**src/hw/rtl/wavhp_pkg.sv**
```systemverilog
// Shared types and constants for the WAV header parser.
// Holds parser phases, the per-byte event record, and the port payload structs.
// No dependencies.
`timescale 1ns / 1ps

package wavhp_pkg;

    // Chunk tags as they read little-endian from four bytes
    localparam logic [31:0] TAG_RIFF = 32'h4646_4952;
    localparam logic [31:0] TAG_WAVE = 32'h4556_4157;
    localparam logic [31:0] TAG_FMT  = 32'h2074_6d66;
    localparam logic [31:0] TAG_DATA = 32'h6174_6164;

    // Minimum fmt body length in bytes
    localparam logic [31:0] FMT_BODY = 32'd16;

    // Format the data chunk requires
    localparam logic [15:0] REQ_CHANNELS = 16'd1;
    localparam logic [15:0] REQ_BITS     = 16'd16;

    // Reset value of the expected sample rate
    localparam logic [31:0] RATE_RESET = 32'd16000;

    // Result kinds
    localparam logic KIND_SAMPLE = 1'b0;
    localparam logic KIND_STATUS = 1'b1;

    // Status codes
    localparam logic [1:0] ST_OK      = 2'd0;
    localparam logic [1:0] ST_NOT_WAV = 2'd1;
    localparam logic [1:0] ST_BAD_FMT = 2'd2;

    typedef enum logic [2:0] {
        PH_RIFF,
        PH_CHUNK,
        PH_FMT,
        PH_SKIP,
        PH_DATA,
        PH_DONE
    } phase_t;

    // One input byte request
    typedef struct packed {
        logic [7:0] file_byte;
        logic       end_of_file;
    } byte_item_t;

    // One result request
    typedef struct packed {
        logic              kind;
        logic signed [15:0] sample;
        logic [1:0]        status;
        logic              last;
    } result_t;

    // Everything one byte produced: an optional sample, then an optional status
    typedef struct packed {
        logic              has_sample;
        logic signed [15:0] sample;
        logic              has_status;
        logic [1:0]        status;
        logic              last;
    } event_t;

endpackage

```
**src/hw/rtl/wavhp_parser.sv**
```systemverilog
// Front end of the WAV header parser: consumes one file byte per accepted request,
// tracks RIFF/chunk state and produces an event record for the result queue.
// Depends on wavhp_pkg.
`timescale 1ns / 1ps

module wavhp_parser
(
    input  logic                    clk,
    input  logic                    rst_n,
    input  logic                    accept,
    input  wavhp_pkg::byte_item_t   byte_item,
    input  logic [31:0]             expected_rate,
    output logic                    ev_push,
    output wavhp_pkg::event_t       ev
);

    wavhp_pkg::phase_t phase_reg, phase_next, phase_mid;

    logic [3:0]  byte_count_reg, byte_count_next;
    logic [31:0] chunk_tag_reg, chunk_tag_next;
    logic [31:0] chunk_length_reg, chunk_length_next;
    logic [31:0] bytes_remaining_reg, bytes_remaining_next;
    logic [15:0] channel_count_reg, channel_count_next;
    logic [31:0] declared_rate_reg, declared_rate_next;
    logic [15:0] bits_per_sample_reg, bits_per_sample_next;
    logic [7:0]  low_byte_reg, low_byte_next;
    logic        low_byte_held_reg, low_byte_held_next;
    logic        header_ok_reg, header_ok_next;

    logic [7:0]  b;
    logic        eof;
    logic [31:0] tag_sh;
    logic [31:0] len_sh;
    logic [32:0] skip_chunk_sum;
    logic [31:0] skip_chunk_cnt;
    logic [31:0] skip_fmt_cnt;
    logic [31:0] skip_cnt;
    logic        st_valid;
    logic [1:0]  st_code;
    logic        smp_valid;

    assign b   = byte_item.file_byte;
    assign eof = byte_item.end_of_file;

    // Shift the new byte in at the top (little-endian word assembly)
    assign tag_sh = {b, chunk_tag_reg[31:8]};
    assign len_sh = {b, chunk_length_reg[31:8]};

    // Skip lengths: chunk body plus pad byte, saturated; or fmt tail plus pad byte
    assign skip_chunk_sum = {1'b0, len_sh} + {32'd0, len_sh[0]};
    assign skip_chunk_cnt = skip_chunk_sum[32] ? 32'hFFFF_FFFF : skip_chunk_sum[31:0];
    assign skip_fmt_cnt   = chunk_length_reg - (chunk_length_reg[0] ? 32'd15 : 32'd16);
    assign skip_cnt       = (phase_reg == wavhp_pkg::PH_FMT) ? skip_fmt_cnt : skip_chunk_cnt;

    // Classify the byte and work out the next datapath values
    always_comb
    begin
        byte_count_next      = byte_count_reg;
        chunk_tag_next       = chunk_tag_reg;
        chunk_length_next    = chunk_length_reg;
        bytes_remaining_next = bytes_remaining_reg;
        channel_count_next   = channel_count_reg;
        declared_rate_next   = declared_rate_reg;
        bits_per_sample_next = bits_per_sample_reg;
        low_byte_next        = low_byte_reg;
        low_byte_held_next   = low_byte_held_reg;
        header_ok_next       = header_ok_reg;
        phase_mid            = phase_reg;
        st_valid             = 1'b0;
        st_code              = wavhp_pkg::ST_OK;
        smp_valid            = 1'b0;

        unique case (phase_reg)
            wavhp_pkg::PH_RIFF:
            begin
                chunk_tag_next = tag_sh;
                if (byte_count_reg == 4'd3 && tag_sh != wavhp_pkg::TAG_RIFF)
                begin
                    header_ok_next = 1'b0;
                end
                if (byte_count_reg >= 4'd11)
                begin
                    if (tag_sh != wavhp_pkg::TAG_WAVE)
                    begin
                        header_ok_next = 1'b0;
                    end
                    byte_count_next = 4'd0;
                    if (!header_ok_next)
                    begin
                        st_valid = 1'b1;
                        st_code  = wavhp_pkg::ST_NOT_WAV;
                    end
                    else
                    begin
                        phase_mid = wavhp_pkg::PH_CHUNK;
                    end
                end
                else
                begin
                    byte_count_next = byte_count_reg + 4'd1;
                end
            end

            wavhp_pkg::PH_CHUNK:
            begin
                if (byte_count_reg < 4'd4)
                begin
                    chunk_tag_next = tag_sh;
                end
                else
                begin
                    chunk_length_next = len_sh;
                end
                if (byte_count_reg >= 4'd7)
                begin
                    byte_count_next = 4'd0;
                    if (chunk_tag_reg == wavhp_pkg::TAG_FMT)
                    begin
                        if (len_sh < wavhp_pkg::FMT_BODY)
                        begin
                            st_valid = 1'b1;
                            st_code  = wavhp_pkg::ST_BAD_FMT;
                        end
                        else
                        begin
                            phase_mid = wavhp_pkg::PH_FMT;
                        end
                    end
                    else if (chunk_tag_reg == wavhp_pkg::TAG_DATA)
                    begin
                        if (len_sh == 32'd0
                            || channel_count_reg != wavhp_pkg::REQ_CHANNELS
                            || declared_rate_reg != expected_rate
                            || bits_per_sample_reg != wavhp_pkg::REQ_BITS)
                        begin
                            st_valid = 1'b1;
                            st_code  = wavhp_pkg::ST_BAD_FMT;
                        end
                        else
                        begin
                            bytes_remaining_next = len_sh;
                            low_byte_held_next   = 1'b0;
                            phase_mid            = wavhp_pkg::PH_DATA;
                        end
                    end
                    else if (skip_cnt == 32'd0)
                    begin
                        phase_mid = wavhp_pkg::PH_CHUNK;
                    end
                    else
                    begin
                        bytes_remaining_next = skip_cnt;
                        phase_mid            = wavhp_pkg::PH_SKIP;
                    end
                end
                else
                begin
                    byte_count_next = byte_count_reg + 4'd1;
                end
            end

            wavhp_pkg::PH_FMT:
            begin
                if (byte_count_reg == 4'd2)
                begin
                    channel_count_next = {8'd0, b};
                end
                else if (byte_count_reg == 4'd3)
                begin
                    channel_count_next = {b, channel_count_reg[7:0]};
                end
                else if (byte_count_reg >= 4'd4 && byte_count_reg <= 4'd7)
                begin
                    declared_rate_next = {b, declared_rate_reg[31:8]};
                end
                else if (byte_count_reg == 4'd14)
                begin
                    bits_per_sample_next = {8'd0, b};
                end
                else if (byte_count_reg == 4'd15)
                begin
                    bits_per_sample_next = {b, bits_per_sample_reg[7:0]};
                end

                if (byte_count_reg == 4'd15)
                begin
                    byte_count_next = 4'd0;
                    if (skip_cnt == 32'd0)
                    begin
                        phase_mid = wavhp_pkg::PH_CHUNK;
                    end
                    else
                    begin
                        bytes_remaining_next = skip_cnt;
                        phase_mid            = wavhp_pkg::PH_SKIP;
                    end
                end
                else
                begin
                    byte_count_next = byte_count_reg + 4'd1;
                end
            end

            wavhp_pkg::PH_SKIP:
            begin
                bytes_remaining_next = bytes_remaining_reg - 32'd1;
                if (bytes_remaining_reg == 32'd1)
                begin
                    byte_count_next = 4'd0;
                    phase_mid       = wavhp_pkg::PH_CHUNK;
                end
            end

            wavhp_pkg::PH_DATA:
            begin
                if (low_byte_held_reg)
                begin
                    smp_valid          = 1'b1;
                    low_byte_held_next = 1'b0;
                end
                else
                begin
                    low_byte_next      = b;
                    low_byte_held_next = 1'b1;
                end
                bytes_remaining_next = bytes_remaining_reg - 32'd1;
                if (bytes_remaining_reg == 32'd1)
                begin
                    st_valid = 1'b1;
                    st_code  = wavhp_pkg::ST_OK;
                end
            end

            wavhp_pkg::PH_DONE:
            begin
                // Ignore bytes until the file ends
            end

            default:
            begin
            end
        endcase

        // Close the file with a status if nothing else did
        if (!st_valid && eof && phase_reg != wavhp_pkg::PH_DONE)
        begin
            st_valid = 1'b1;
            if (phase_mid == wavhp_pkg::PH_RIFF)
            begin
                st_code = wavhp_pkg::ST_NOT_WAV;
            end
            else if (phase_mid == wavhp_pkg::PH_DATA)
            begin
                st_code = wavhp_pkg::ST_OK;
            end
            else
            begin
                st_code = wavhp_pkg::ST_BAD_FMT;
            end
        end

        // Clear everything at the end of a file
        if (eof)
        begin
            byte_count_next      = 4'd0;
            chunk_tag_next       = 32'd0;
            chunk_length_next    = 32'd0;
            bytes_remaining_next = 32'd0;
            channel_count_next   = 16'd0;
            declared_rate_next   = 32'd0;
            bits_per_sample_next = 16'd0;
            low_byte_next        = 8'd0;
            low_byte_held_next   = 1'b0;
            header_ok_next       = 1'b1;
        end
    end

    // Next phase
    always_comb
    begin
        phase_next = phase_reg;
        if (accept)
        begin
            if (eof)
            begin
                phase_next = wavhp_pkg::PH_RIFF;
            end
            else if (st_valid)
            begin
                phase_next = wavhp_pkg::PH_DONE;
            end
            else
            begin
                phase_next = phase_mid;
            end
        end
    end

    // Build the event record for the result queue
    always_comb
    begin
        ev_push       = accept && (smp_valid || st_valid);
        ev.has_sample = smp_valid;
        ev.sample     = $signed({b, low_byte_reg});
        ev.has_status = st_valid;
        ev.status     = st_code;
        ev.last       = eof;
    end

    // Hold parser state, advance on each accepted byte
    always_ff @(posedge clk or negedge rst_n)
    begin
        if (!rst_n)
        begin
            phase_reg           <= wavhp_pkg::PH_RIFF;
            byte_count_reg      <= 4'd0;
            chunk_tag_reg       <= 32'd0;
            chunk_length_reg    <= 32'd0;
            bytes_remaining_reg <= 32'd0;
            channel_count_reg   <= 16'd0;
            declared_rate_reg   <= 32'd0;
            bits_per_sample_reg <= 16'd0;
            low_byte_reg        <= 8'd0;
            low_byte_held_reg   <= 1'b0;
            header_ok_reg       <= 1'b1;
        end
        else
        begin
            phase_reg <= phase_next;
            if (accept)
            begin
                byte_count_reg      <= byte_count_next;
                chunk_tag_reg       <= chunk_tag_next;
                chunk_length_reg    <= chunk_length_next;
                bytes_remaining_reg <= bytes_remaining_next;
                channel_count_reg   <= channel_count_next;
                declared_rate_reg   <= declared_rate_next;
                bits_per_sample_reg <= bits_per_sample_next;
                low_byte_reg        <= low_byte_next;
                low_byte_held_reg   <= low_byte_held_next;
                header_ok_reg       <= header_ok_next;
            end
        end
    end

endmodule

```
**src/hw/rtl/wavhp_fifo.sv**
```systemverilog
// Short event queue between the parser front end and the result back end.
// Register array with a fill count; depth set by the DEPTH parameter (2 or more).
// Depends on wavhp_pkg.
`timescale 1ns / 1ps

module wavhp_fifo
#(
    parameter int DEPTH = 4
)
(
    input  logic              clk,
    input  logic              rst_n,
    input  logic              wr_en,
    input  wavhp_pkg::event_t wr_data,
    output logic              full,
    input  logic              rd_en,
    output wavhp_pkg::event_t rd_data,
    output logic              empty
);

    localparam int PTR_W = $clog2(DEPTH);
    localparam int CNT_W = $clog2(DEPTH + 1);

    wavhp_pkg::event_t store [DEPTH];

    logic [PTR_W-1:0] wr_ptr_reg, wr_ptr_next;
    logic [PTR_W-1:0] rd_ptr_reg, rd_ptr_next;
    logic [CNT_W-1:0] count_reg, count_next;
    logic             do_wr;
    logic             do_rd;

    assign full    = (count_reg == CNT_W'(DEPTH));
    assign empty   = (count_reg == '0);
    assign do_wr   = wr_en && !full;
    assign do_rd   = rd_en && !empty;
    assign rd_data = store[rd_ptr_reg];

    // Advance pointers with wrap, track fill
    always_comb
    begin
        wr_ptr_next = wr_ptr_reg;
        rd_ptr_next = rd_ptr_reg;
        count_next  = count_reg;
        if (do_wr)
        begin
            wr_ptr_next = (wr_ptr_reg == PTR_W'(DEPTH - 1)) ? '0 : wr_ptr_reg + 1'b1;
        end
        if (do_rd)
        begin
            rd_ptr_next = (rd_ptr_reg == PTR_W'(DEPTH - 1)) ? '0 : rd_ptr_reg + 1'b1;
        end
        if (do_wr && !do_rd)
        begin
            count_next = count_reg + 1'b1;
        end
        else if (do_rd && !do_wr)
        begin
            count_next = count_reg - 1'b1;
        end
    end

    always_ff @(posedge clk or negedge rst_n)
    begin
        if (!rst_n)
        begin
            wr_ptr_reg <= '0;
            rd_ptr_reg <= '0;
            count_reg  <= '0;
        end
        else
        begin
            wr_ptr_reg <= wr_ptr_next;
            rd_ptr_reg <= rd_ptr_next;
            count_reg  <= count_next;
        end
    end

    // Write the entry
    always_ff @(posedge clk)
    begin
        if (do_wr)
        begin
            store[wr_ptr_reg] <= wr_data;
        end
    end

endmodule

```
**src/hw/rtl/wavhp_emit.sv**
```systemverilog
// Back end of the WAV header parser: splits each event into its sample and status
// results and presents them one at a time from an output register.
// Depends on wavhp_pkg.
`timescale 1ns / 1ps

module wavhp_emit
(
    input  logic               clk,
    input  logic               rst_n,
    input  logic               ev_valid,
    input  wavhp_pkg::event_t  ev,
    output logic               ev_take,
    input  logic               pop,
    output logic               empty,
    output wavhp_pkg::result_t result
);

    logic                cur_valid_reg, cur_valid_next;
    wavhp_pkg::result_t  cur_reg, cur_next;
    logic                pend_valid_reg, pend_valid_next;
    wavhp_pkg::result_t  pend_reg, pend_next;
    wavhp_pkg::result_t  smp_res;
    wavhp_pkg::result_t  st_res;
    logic                slot_free;

    assign empty  = !cur_valid_reg;
    assign result = cur_reg;

    // Output slot frees when empty or when the current result is taken
    assign slot_free = !cur_valid_reg || pop;

    // Format the two possible results of an event
    always_comb
    begin
        smp_res.kind   = wavhp_pkg::KIND_SAMPLE;
        smp_res.sample = ev.sample;
        smp_res.status = wavhp_pkg::ST_OK;
        smp_res.last   = 1'b0;
        st_res.kind    = wavhp_pkg::KIND_STATUS;
        st_res.sample  = 16'sd0;
        st_res.status  = ev.status;
        st_res.last    = ev.last;
    end

    // Refill the output slot: pending status first, then a fresh event
    always_comb
    begin
        cur_next        = cur_reg;
        cur_valid_next  = cur_valid_reg;
        pend_next       = pend_reg;
        pend_valid_next = pend_valid_reg;
        ev_take         = 1'b0;
        if (slot_free)
        begin
            if (pend_valid_reg)
            begin
                cur_next        = pend_reg;
                cur_valid_next  = 1'b1;
                pend_valid_next = 1'b0;
            end
            else if (ev_valid)
            begin
                ev_take        = 1'b1;
                cur_valid_next = 1'b1;
                if (ev.has_sample)
                begin
                    cur_next        = smp_res;
                    pend_next       = st_res;
                    pend_valid_next = ev.has_status;
                end
                else
                begin
                    cur_next = st_res;
                end
            end
            else
            begin
                cur_valid_next = 1'b0;
            end
        end
    end

    always_ff @(posedge clk or negedge rst_n)
    begin
        if (!rst_n)
        begin
            cur_valid_reg  <= 1'b0;
            pend_valid_reg <= 1'b0;
        end
        else
        begin
            cur_valid_reg  <= cur_valid_next;
            pend_valid_reg <= pend_valid_next;
        end
    end

    // Payload registers
    always_ff @(posedge clk)
    begin
        cur_reg  <= cur_next;
        pend_reg <= pend_next;
    end

endmodule

```
**src/hw/rtl/wav_header_parser.sv**
```systemverilog
// WAV header parser top level: byte queue in, result queue out.
// A byte's result is written into the event queue, then moved into the output register once that is free.
// Throughput: one byte per cycle while the event queue is not full; the last data byte yields a sample
// and a status, which leave the output register one after the other (the single result port).
// Reset: rst_n clears the parser to the RIFF header phase, empties the event queue
// and output, and sets expected_rate to 16000. Depends on wavhp_pkg.
`timescale 1ns / 1ps

module wav_header_parser
#(
    parameter int FIFO_DEPTH = 4
)
(
    input  logic                    clk,
    input  logic                    rst_n,
    input  logic                    push,
    output logic                    full,
    input  wavhp_pkg::byte_item_t   byte_item,
    input  logic                    pop,
    output logic                    empty,
    output wavhp_pkg::result_t      result,
    input  logic                    cfg_valid,
    output logic                    cfg_ready,
    input  logic [31:0]             cfg_data
);

    logic [31:0]       expected_rate_reg;
    logic              accept;
    logic              ev_push;
    wavhp_pkg::event_t ev_in;
    wavhp_pkg::event_t ev_out;
    logic              ev_empty;
    logic              ev_take;

    assign accept    = push && !full;
    assign cfg_ready = 1'b1;

    // Hold the expected rate register
    always_ff @(posedge clk or negedge rst_n)
    begin
        if (!rst_n)
        begin
            expected_rate_reg <= wavhp_pkg::RATE_RESET;
        end
        else if (cfg_valid && cfg_ready)
        begin
            expected_rate_reg <= cfg_data;
        end
    end

    wavhp_parser u_parser
    (
        .clk           (clk),
        .rst_n         (rst_n),
        .accept        (accept),
        .byte_item     (byte_item),
        .expected_rate (expected_rate_reg),
        .ev_push       (ev_push),
        .ev            (ev_in)
    );

    wavhp_fifo #(
        .DEPTH (FIFO_DEPTH)
    ) u_fifo
    (
        .clk     (clk),
        .rst_n   (rst_n),
        .wr_en   (ev_push),
        .wr_data (ev_in),
        .full    (full),
        .rd_en   (ev_take),
        .rd_data (ev_out),
        .empty   (ev_empty)
    );

    wavhp_emit u_emit
    (
        .clk      (clk),
        .rst_n    (rst_n),
        .ev_valid (!ev_empty),
        .ev       (ev_out),
        .ev_take  (ev_take),
        .pop      (pop),
        .empty    (empty),
        .result   (result)
    );

endmodule
```
**config.mk**
```make
export PLATFORM = sky130hd
export DESIGN_NAME = wav_header_parser
export DESIGN_NICKNAME = d
export VERILOG_FILES = /design/src/hw/rtl/wavhp_pkg.sv /design/src/hw/rtl/wavhp_parser.sv /design/src/hw/rtl/wavhp_fifo.sv /design/src/hw/rtl/wavhp_emit.sv /design/src/hw/rtl/wav_header_parser.sv
export SDC_FILE = /design/constraint.sdc
export NUM_CORES = 1
export LEC_CHECK = 0
export BUFFER_PORTS_ARGS = -buffer_cell sky130_fd_sc_hd__buf_2
export CAP_MARGIN = 20
export CORE_MARGIN = 10
export CORE_UTILIZATION = 50
export DETAILED_ROUTE_END_ITERATION = 16
export PLACE_DENSITY = 0.78
export REMOVE_ABC_BUFFERS = 1
export SLEW_MARGIN = 20
export SYNTH_ARGS = -nofsm -noshare
export SYNTH_HDL_FRONTEND = slang
export SYNTH_HIERARCHICAL = 1
export SYNTH_SLANG_ARGS = --single-unit
```
**constraint.sdc**
```tcl
create_clock -name clk -period 5.25 [get_ports clk]
set_input_delay 0.2625 -clock clk [delete_from_list [all_inputs] [get_ports clk]]
set_output_delay 0.2625 -clock clk [all_outputs]
set_load 0.005 [all_outputs]
```
==> flow_metrics.py, run 1 <==
metrics = {
    "outcome": {
        "status": "finished, final reports clean",
    },
    "logic_synthesis": {
        "synthCells": 1628,
        "synth-seq-cells": 325,
        "synthArstFlopShare_pct": 67.08,
        "netlist.top_cell.by_area": "dfrtp_1",
        "synth_area_leaders": "dfrtp_1, edfxtp_1, a22o_1",
        "ys_types": 97,
        "synth-edff-count": 107,
        "synth_area_um2": 17440,
        "synth_ff_type": "dfrtp_1",
        "synth_commonest_cells": "dfrtp_1, nand2_1, o21ai_0, edfxtp_1, a22o_1",
        "synth_most_common_cell": "dfrtp_1",
        "yosysTopAreaCellShare_pct": 30.28,
        "ys_seq_area_share_pct": 49.77,
        "yosysWarnings": 6,
        "syn_avg_cell_area_um2": 10.71,
    },
    "routing": {
        "drc": 0,
        "num_vias": 14090,
        "finalWirelength_um": 51350,
        "routed_via_density": 6.504,
        "drt_iter0_drc": 1690,
        "drt-wirelength-per-cell_um": 23.71,
        "ant_nets": 0,
        "dr.pass1.iters": 6,
    },
    "clock_tree": {
        "clock-sinks": 325,
        "post_cts_buffers": 0,
        "cts_buffer_depth": 3,
        "clk_pin_slew_ps": 60,
        "clock_latency_ps": 550,
        "cts_inserted_buffers": 37,
        "htreeDepth": 2,
        "cts-resized-gates": 0,
        "hold_buffers": 34,
        "cts_tree": "built",
        "cts_root_buf": "clkbuf_16",
    },
    "layout": {
        "register_area_um2": 8677,
        "nets": 1745,
        "regMostFlops": "u_fifo/store",
        "drive_gt1_share_pct": 15.32,
        "multiInputGateArea_um2": 7906,
        "area_delta_synth_final_pct": 11.43,
        "largest_reg_flops": 84,
        "fillerInstances": 2839,
    },
    "global_routing": {
        "grt_usage_pct": 23.93,
        "grt_max_degree": 179,
        "grt_overflow": 0,
        "antenna_found_initial": 3,
        "first_global_vias": 14020,
        "grt_pass1_wl_um": 80420,
    },
    "worst_setup_path": {
        "required_ps": 5530,
        "critPathArrivalTime_ps": 4890,
        "critPathKind": "reg -> reg",
        "path_max_fanout": 22,
        "crit_path_end_kind": "flip-flop",
        "reg2reg_depth": 11,
        "start_kind": "flip-flop",
    },
    "power_and_ir_drop": {
        "pwr-share-comb_pct": 32.7,
        "p_leak_nw": 8.044,
        "p_per_area_nw_per_um2": 475.7,
        "p_int_w": 0.005876,
        "pwr-share-clk_pct": 26.7,
        "switching_share_pct": 36.42,
        "power_w": 0.009242,
        "seq_power_share_pct": 40.6,
        "ir_drop_uv": 317.9,
        "switchingPower_w": 0.003366,
    },
    "die": {
        "fp.dieW_um": 206.7,
        "initial_utilization_pct": 50.60,
        "core_area_um2": 34460,
        "fp.dieH_um": 206.7,
        "num_io_pins": 69,
        "dieArea_um2": 42740,
        "rows": 68,
    },
    "sta": {
        "period_share_pct": 87.66,
        "max_freq_ghz": 0.2173,
        "finClkSkew_ps": 31.24,
        "rsz0062_at_grt": "no",
        "drv_slew": 0,
        "setup_viol": 0,
        "slew_headroom_pct": 25.78,
        "finalHoldViolations": 0,
        "min_period_ps": 4602,
        "whs_ps": 119.3,
        "worst_pin_slew_ps": 1112,
    },
    "hold_path": {
        "hold_depth": 1,
        "hold_path.class": "in -> reg",
    },
    "run": {
        "drv_cap": 0,
    },
    "placement": {
        "globalplace.congestion": 0.9957,
        "port-buffer-count": 67,
        "place_hpwl_um": 33860,
    },
}
-- logic make-up (layout without fill, tap and decap cells) --
| group | after synthesis | in the layout | synth area share (%) |
|---|---|---|---|
| other | 1 | 2 | 0.02151 |
| adder cells (fa/ha/maj) | 18 | 18 | 1.335 |
| AND/OR/NAND/NOR | 531 | 531 | 16.08 |
| multiplexers | 64 | 64 | 6.128 |
| buffers and inverters | 164 | 246 | 5.095 |
| XOR/XNOR | 87 | 87 | 4.370 |
| flip-flops | 325 | 325 | 49.77 |
| AO/OA/AOI/OAI | 438 | 438 | 17.20 |
-- critical path: stages (launching register included) --
cell,delay (ps)
dfrtp_1,630
nand3_1,500
nor4_2,810
and3_1,420
nor2_1,240
a22o_1,300
and3_1,170
and4_1,240
and3b_4,340
a21oi_2,200
nor3_2,70
o31ai_1,420
-- metrics by stage --
stage / instances / TNS (ps) / util, % / setup WS (ps) / cell area (um2)
2_1_floorplan: 1501 / -10730 / - / -490.7 / 16690
3_3_place_gp: 2063 / 0 / 52.09 / 964.5 / 17950
3_5_place_dp: 2063 / 0 / 52.09 / 871.7 / 17950
4_1_cts: 2165 / 0 / 56.38 / 831.2 / 19430
5_1_grt: 2166 / 0 / 56.38 / 509.3 / 19430
6_report: 2166 / 0 / 56.38 / 647.8 / 19430
-- cells in the final DEF, fill, tap and decap left out, types with 21 or more instances in the layout --
cell type | Yosys | layout
a21oi_1 | 54 | 54
a22o_1 | 86 | 86
and2_1 | 24 | 24
buf_2 | 13 | 66
buf_4 | 17 | 39
clkbuf_16 | 0 | 37
dfrtp_1 | 211 | 211
dlygate4sd3_1 | 0 | 34
edfxtp_1 | 107 | 107
inv_1 | 36 | 36
mux2_4 | 32 | 32
mux4_2 | 21 | 21
nand2_1 | 158 | 158
nand3_1 | 26 | 26
nand4_1 | 29 | 29
nor2_1 | 82 | 80
nor3_1 | 62 | 62
nor4_1 | 41 | 39
o21ai_0 | 126 | 123
o31ai_1 | 33 | 33
xnor2_1 | 58 | 58
xor2_1 | 29 | 29
-- layer usage --
metal,GRT usage (%),routed length [um],vias to the layer above,part of all wire [%]
met5,0,12,-,0.023
met4,11.02,2148,2,4.2
met3,4.135,4257,163,8.3
met2,39.18,24500,707,48
met1,30.55,20430,7021,40
li1,-,-,6194,-
-- layout make-up --
type	instances	area share (%)
sequential	325	44.66
multi-input combinational	1139	40.69
timing repair buffer	141	5.139
clock buffer	49	4.997
tap	455	2.930
clock inverter	19	0.8501
inverter	37	0.7148
antenna	1	0.01288
-- power by group through the flow --
| stage | Combinational (W) | Sequential, W | Clock, W |
|---|---|---|---|
| floorplan | 0.00199 | 0.00367 | 0 |
| global placement | 0.00289 | 0.00375 | 0 |
| detailed placement | 0.00294 | 0.00378 | 0 |
| CTS | 0.00298 | 0.00374 | 0.00251 |
| global route | 0.00328 | 0.00382 | 0.00262 |
| finish | 0.00302 | 0.00375 | 0.00247 |
-- path summary, 6_finish.rpt --
| check | from | to | slack, ps |
|---|---|---|---|
| max | u_parser/chunk_length_reg[13] | u_fifo/store[2][2] | 650 |
| min | byte_item[8] | u_fifo/store[3][19] | 120 |
| max reg2reg | u_parser/chunk_length_reg[13] | u_fifo/store[2][2] | 650 |
| min reg2reg | u_parser/channel_count_reg[9] | u_parser/channel_count_reg[9] | 480 |
| max in group asynchronous | rst_n | u_emit/cur_valid_reg | 3730 |
| min in group asynchronous | rst_n | u_parser/chunk_length_reg[1] | 220 |
No activity file was read; power rests on OpenSTA's default activity.
==> inputs of run 2 (changes only) <==
==> constraint.sdc (replaced) <==
create_clock -name clk -period 4.7 [get_ports clk]
set_input_delay 0.235 -clock clk [delete_from_list [all_inputs] [get_ports clk]]
set_output_delay 0.235 -clock clk [all_outputs]
set_load 0.005 [all_outputs]
==> run 2 against run 1 <==
Effect of this change: sequential power rose by 11%; design area grew 1.4%; die area did not move; first-iteration DRC count is 9.5% lower; sequential share of layout area shrank 0.60 points; largest cell class unchanged; count of clock-buffer cells in the layout rose by 7; clock skew increased by 7.6 ps; core utilization is 0.77 points higher; register-to-register slack lost 360 ps; non-clock buffer count increased by 31; total power is 12% higher; global-route usage down 0.11 points.
==> flow_metrics.py, run 2 (synthesized netlist as in run 1, its figures left out) <==
metrics = {
    "sta": {
        "drv_slew": 0,
        "slew_headroom_pct": 31.09,
        "finalHoldViolations": 0,
        "min_period_ps": 4409,
        "setup_viol": 0,
        "max_freq_ghz": 0.2268,
        "worst_slack_ps": 290.8,
        "worst_pin_slew_ps": 1034,
        "period_share_pct": 93.81,
        "finClkSkew_ps": 38.85,
        "rsz0062_at_grt": "no",
        "whs_ps": 115.8,
    },
    "routing": {
        "drc": 0,
        "dr_wl_met3_um": 4259,
        "drt-met1-wl_um": 20650,
        "drt-wirelength-per-cell_um": 23.27,
        "ant_nets": 0,
        "drt_iter0_drc": 1529,
        "finalWirelength_um": 51060,
        "dr.pass1.iters": 6,
        "num_vias": 14140,
        "wl_met2_um": 24330,
        "routed_via_density": 6.444,
        "highest_layer": "met5",
    },
    "clock_tree": {
        "cts_inserted_buffers": 36,
        "post_cts_buffers": 0,
        "clock_latency_ps": 530,
        "cts_tree": "built",
        "htreeDepth": 2,
        "clock-sinks": 325,
        "cts_buffer_depth": 3,
        "clk_pin_slew_ps": 60,
        "cts_root_buf": "clkbuf_16",
    },
    "power_and_ir_drop": {
        "ir_drop_uv": 354.4,
        "pwr-share-clk_pct": 26.5,
        "switching_share_pct": 35.75,
        "p_int_w": 0.006633,
        "p_per_area_nw_per_um2": 524.3,
        "seq_power_share_pct": 40.2,
        "p_leak_nw": 8.210,
        "switchingPower_w": 0.003691,
        "pwr-share-comb_pct": 33.3,
    },
    "layout": {
        "fillerInstances": 2843,
        "final_common_cell": "dfrtp_1",
        "mostFrequentLayoutCells": "dfrtp_1, nand2_1, o21ai_0, edfxtp_1, a22o_1",
        "drive_gt1_share_pct": 17.03,
        "regMostFlops": "u_fifo/store",
        "largest_reg_flops": 84,
        "nets": 1775,
        "postLayoutCoreUtil_pct": 57.15,
        "area_delta_synth_final_pct": 12.95,
    },
    "die": {
        "fp.dieW_um": 206.7,
        "initial_utilization_pct": 50.60,
        "num_io_pins": 69,
        "fp.dieH_um": 206.7,
        "core_area_um2": 34460,
        "rows": 68,
        "dieArea_um2": 42740,
    },
    "global_routing": {
        "first_global_vias": 14140,
        "grt_max_degree": 112,
        "grt_pass1_wl_um": 80380,
        "antenna_found_initial": 2,
        "grt_overflow": 0,
        "grt_usage_pct": 23.81,
    },
    "outcome": {
        "status": "finished, final reports clean",
    },
    "worst_setup_path": {
        "required_ps": 5160,
        "critPathKind": "reg -> reg",
        "crit_path_end_kind": "flip-flop",
        "path_max_fanout": 15,
        "critPathArrivalTime_ps": 4870,
        "start_kind": "flip-flop",
    },
    "placement": {
        "pre_cts_ws_ps": 392.6,
        "place_hpwl_um": 34240,
        "port-buffer-count": 67,
        "globalplace.congestion": 0.9758,
    },
    "run": {
        "drv_cap": 0,
    },
    "hold_path": {
        "hold_path.class": "in -> reg",
    },
}
## run 2: changes by cell type in the layout (fill, tap and decap cells not counted), sizes merged
cell / previous run / this run
clkinvlp: 0 / 1
buf: 107 / 138
inv: 42 / 39
bufinv: 2 / 1
clkbuf: 49 / 56
clkinv: 12 / 5
## run 2: cell type report
type | instances | area, um2 | share of cell area [%]
Antenna cell | 1 | 2.502 | 0.01271
Clock inverter | 9 | 93.84 | 0.4765
Clock buffer | 56 | 1056 | 5.362
Timing Repair Buffer | 172 | 1244 | 6.315
Multi-Input combinational cell | 1139 | 7913 | 40.18
Tap cell | 455 | 569.3 | 2.891
Sequential cell | 325 | 8677 | 44.06
Inverter | 37 | 138.9 | 0.7052
## run 2: path summary, 6_finish.rpt
kind	slack (ps)	to	start	cells after the start
max	290	u_parser/bytes_remaining_reg[13]	u_parser/chunk_length_reg[9]	14
min	120	u_fifo/store[2][15]	byte_item[4]	1
max reg2reg	290	u_parser/bytes_remaining_reg[13]	u_parser/chunk_length_reg[9]	14
min reg2reg	480	u_parser/channel_count_reg[0]	u_parser/channel_count_reg[0]	2
max in group asynchronous	3210	u_parser/channel_count_reg[11]	rst_n	3
min in group asynchronous	370	expected_rate_reg[14]	rst_n	2
## run 2: what timing repair did
item,in CTS,in global routing
setup endpoints to repair,0,1
hold buffers,34,0
gates resized for setup,0,1
hold endpoints to repair,135,0
## run 2: routing by layer
layer,vias up,track usage [%]
met5,-,0
met4,2,9.056
met3,141,3.979
met2,739,38.93
met1,7001,31.29
li1,6255,-
## run 2: worst max-delay path, cell delays in order, from the launching register on
cell     delay [ps]
dfrtp_1         510
ha_1            310
nand3_1         200
nor4_2          100
buf_4           210
and3_1          190
nor2_1          730
a22o_1          370
and3_1          230
and4_1          340
and3b_4         420
buf_4           240
nand2_1          90
a31oi_1         210
o32a_1          180
## run 2: power by group through the flow
| stage | registers, W | clock network [W] | logic (W) |
|---|---|---|---|
| detailed placement | 0.00418 | 0 | 0.00334 |
| global placement | 0.00414 | 0 | 0.00327 |
| CTS | 0.00414 | 0.00278 | 0.00339 |
| floorplan | 0.00409 | 0 | 0.00222 |
| finish | 0.00415 | 0.00273 | 0.00344 |
| global route | 0.00422 | 0.00291 | 0.00374 |
## run 2: metrics by stage
step	std cells	power [W]	TNS [ps]	area, um2
5_1_grt	2193	0.01087	0	19690
3_3_place_gp	2094	0.007413	0	18200
3_5_place_dp	2094	0.007521	0	18200
6_report	2194	0.01032	0	19690
4_1_cts	2193	0.01031	0	19690
2_1_floorplan	1501	0.006319	-33260	16690
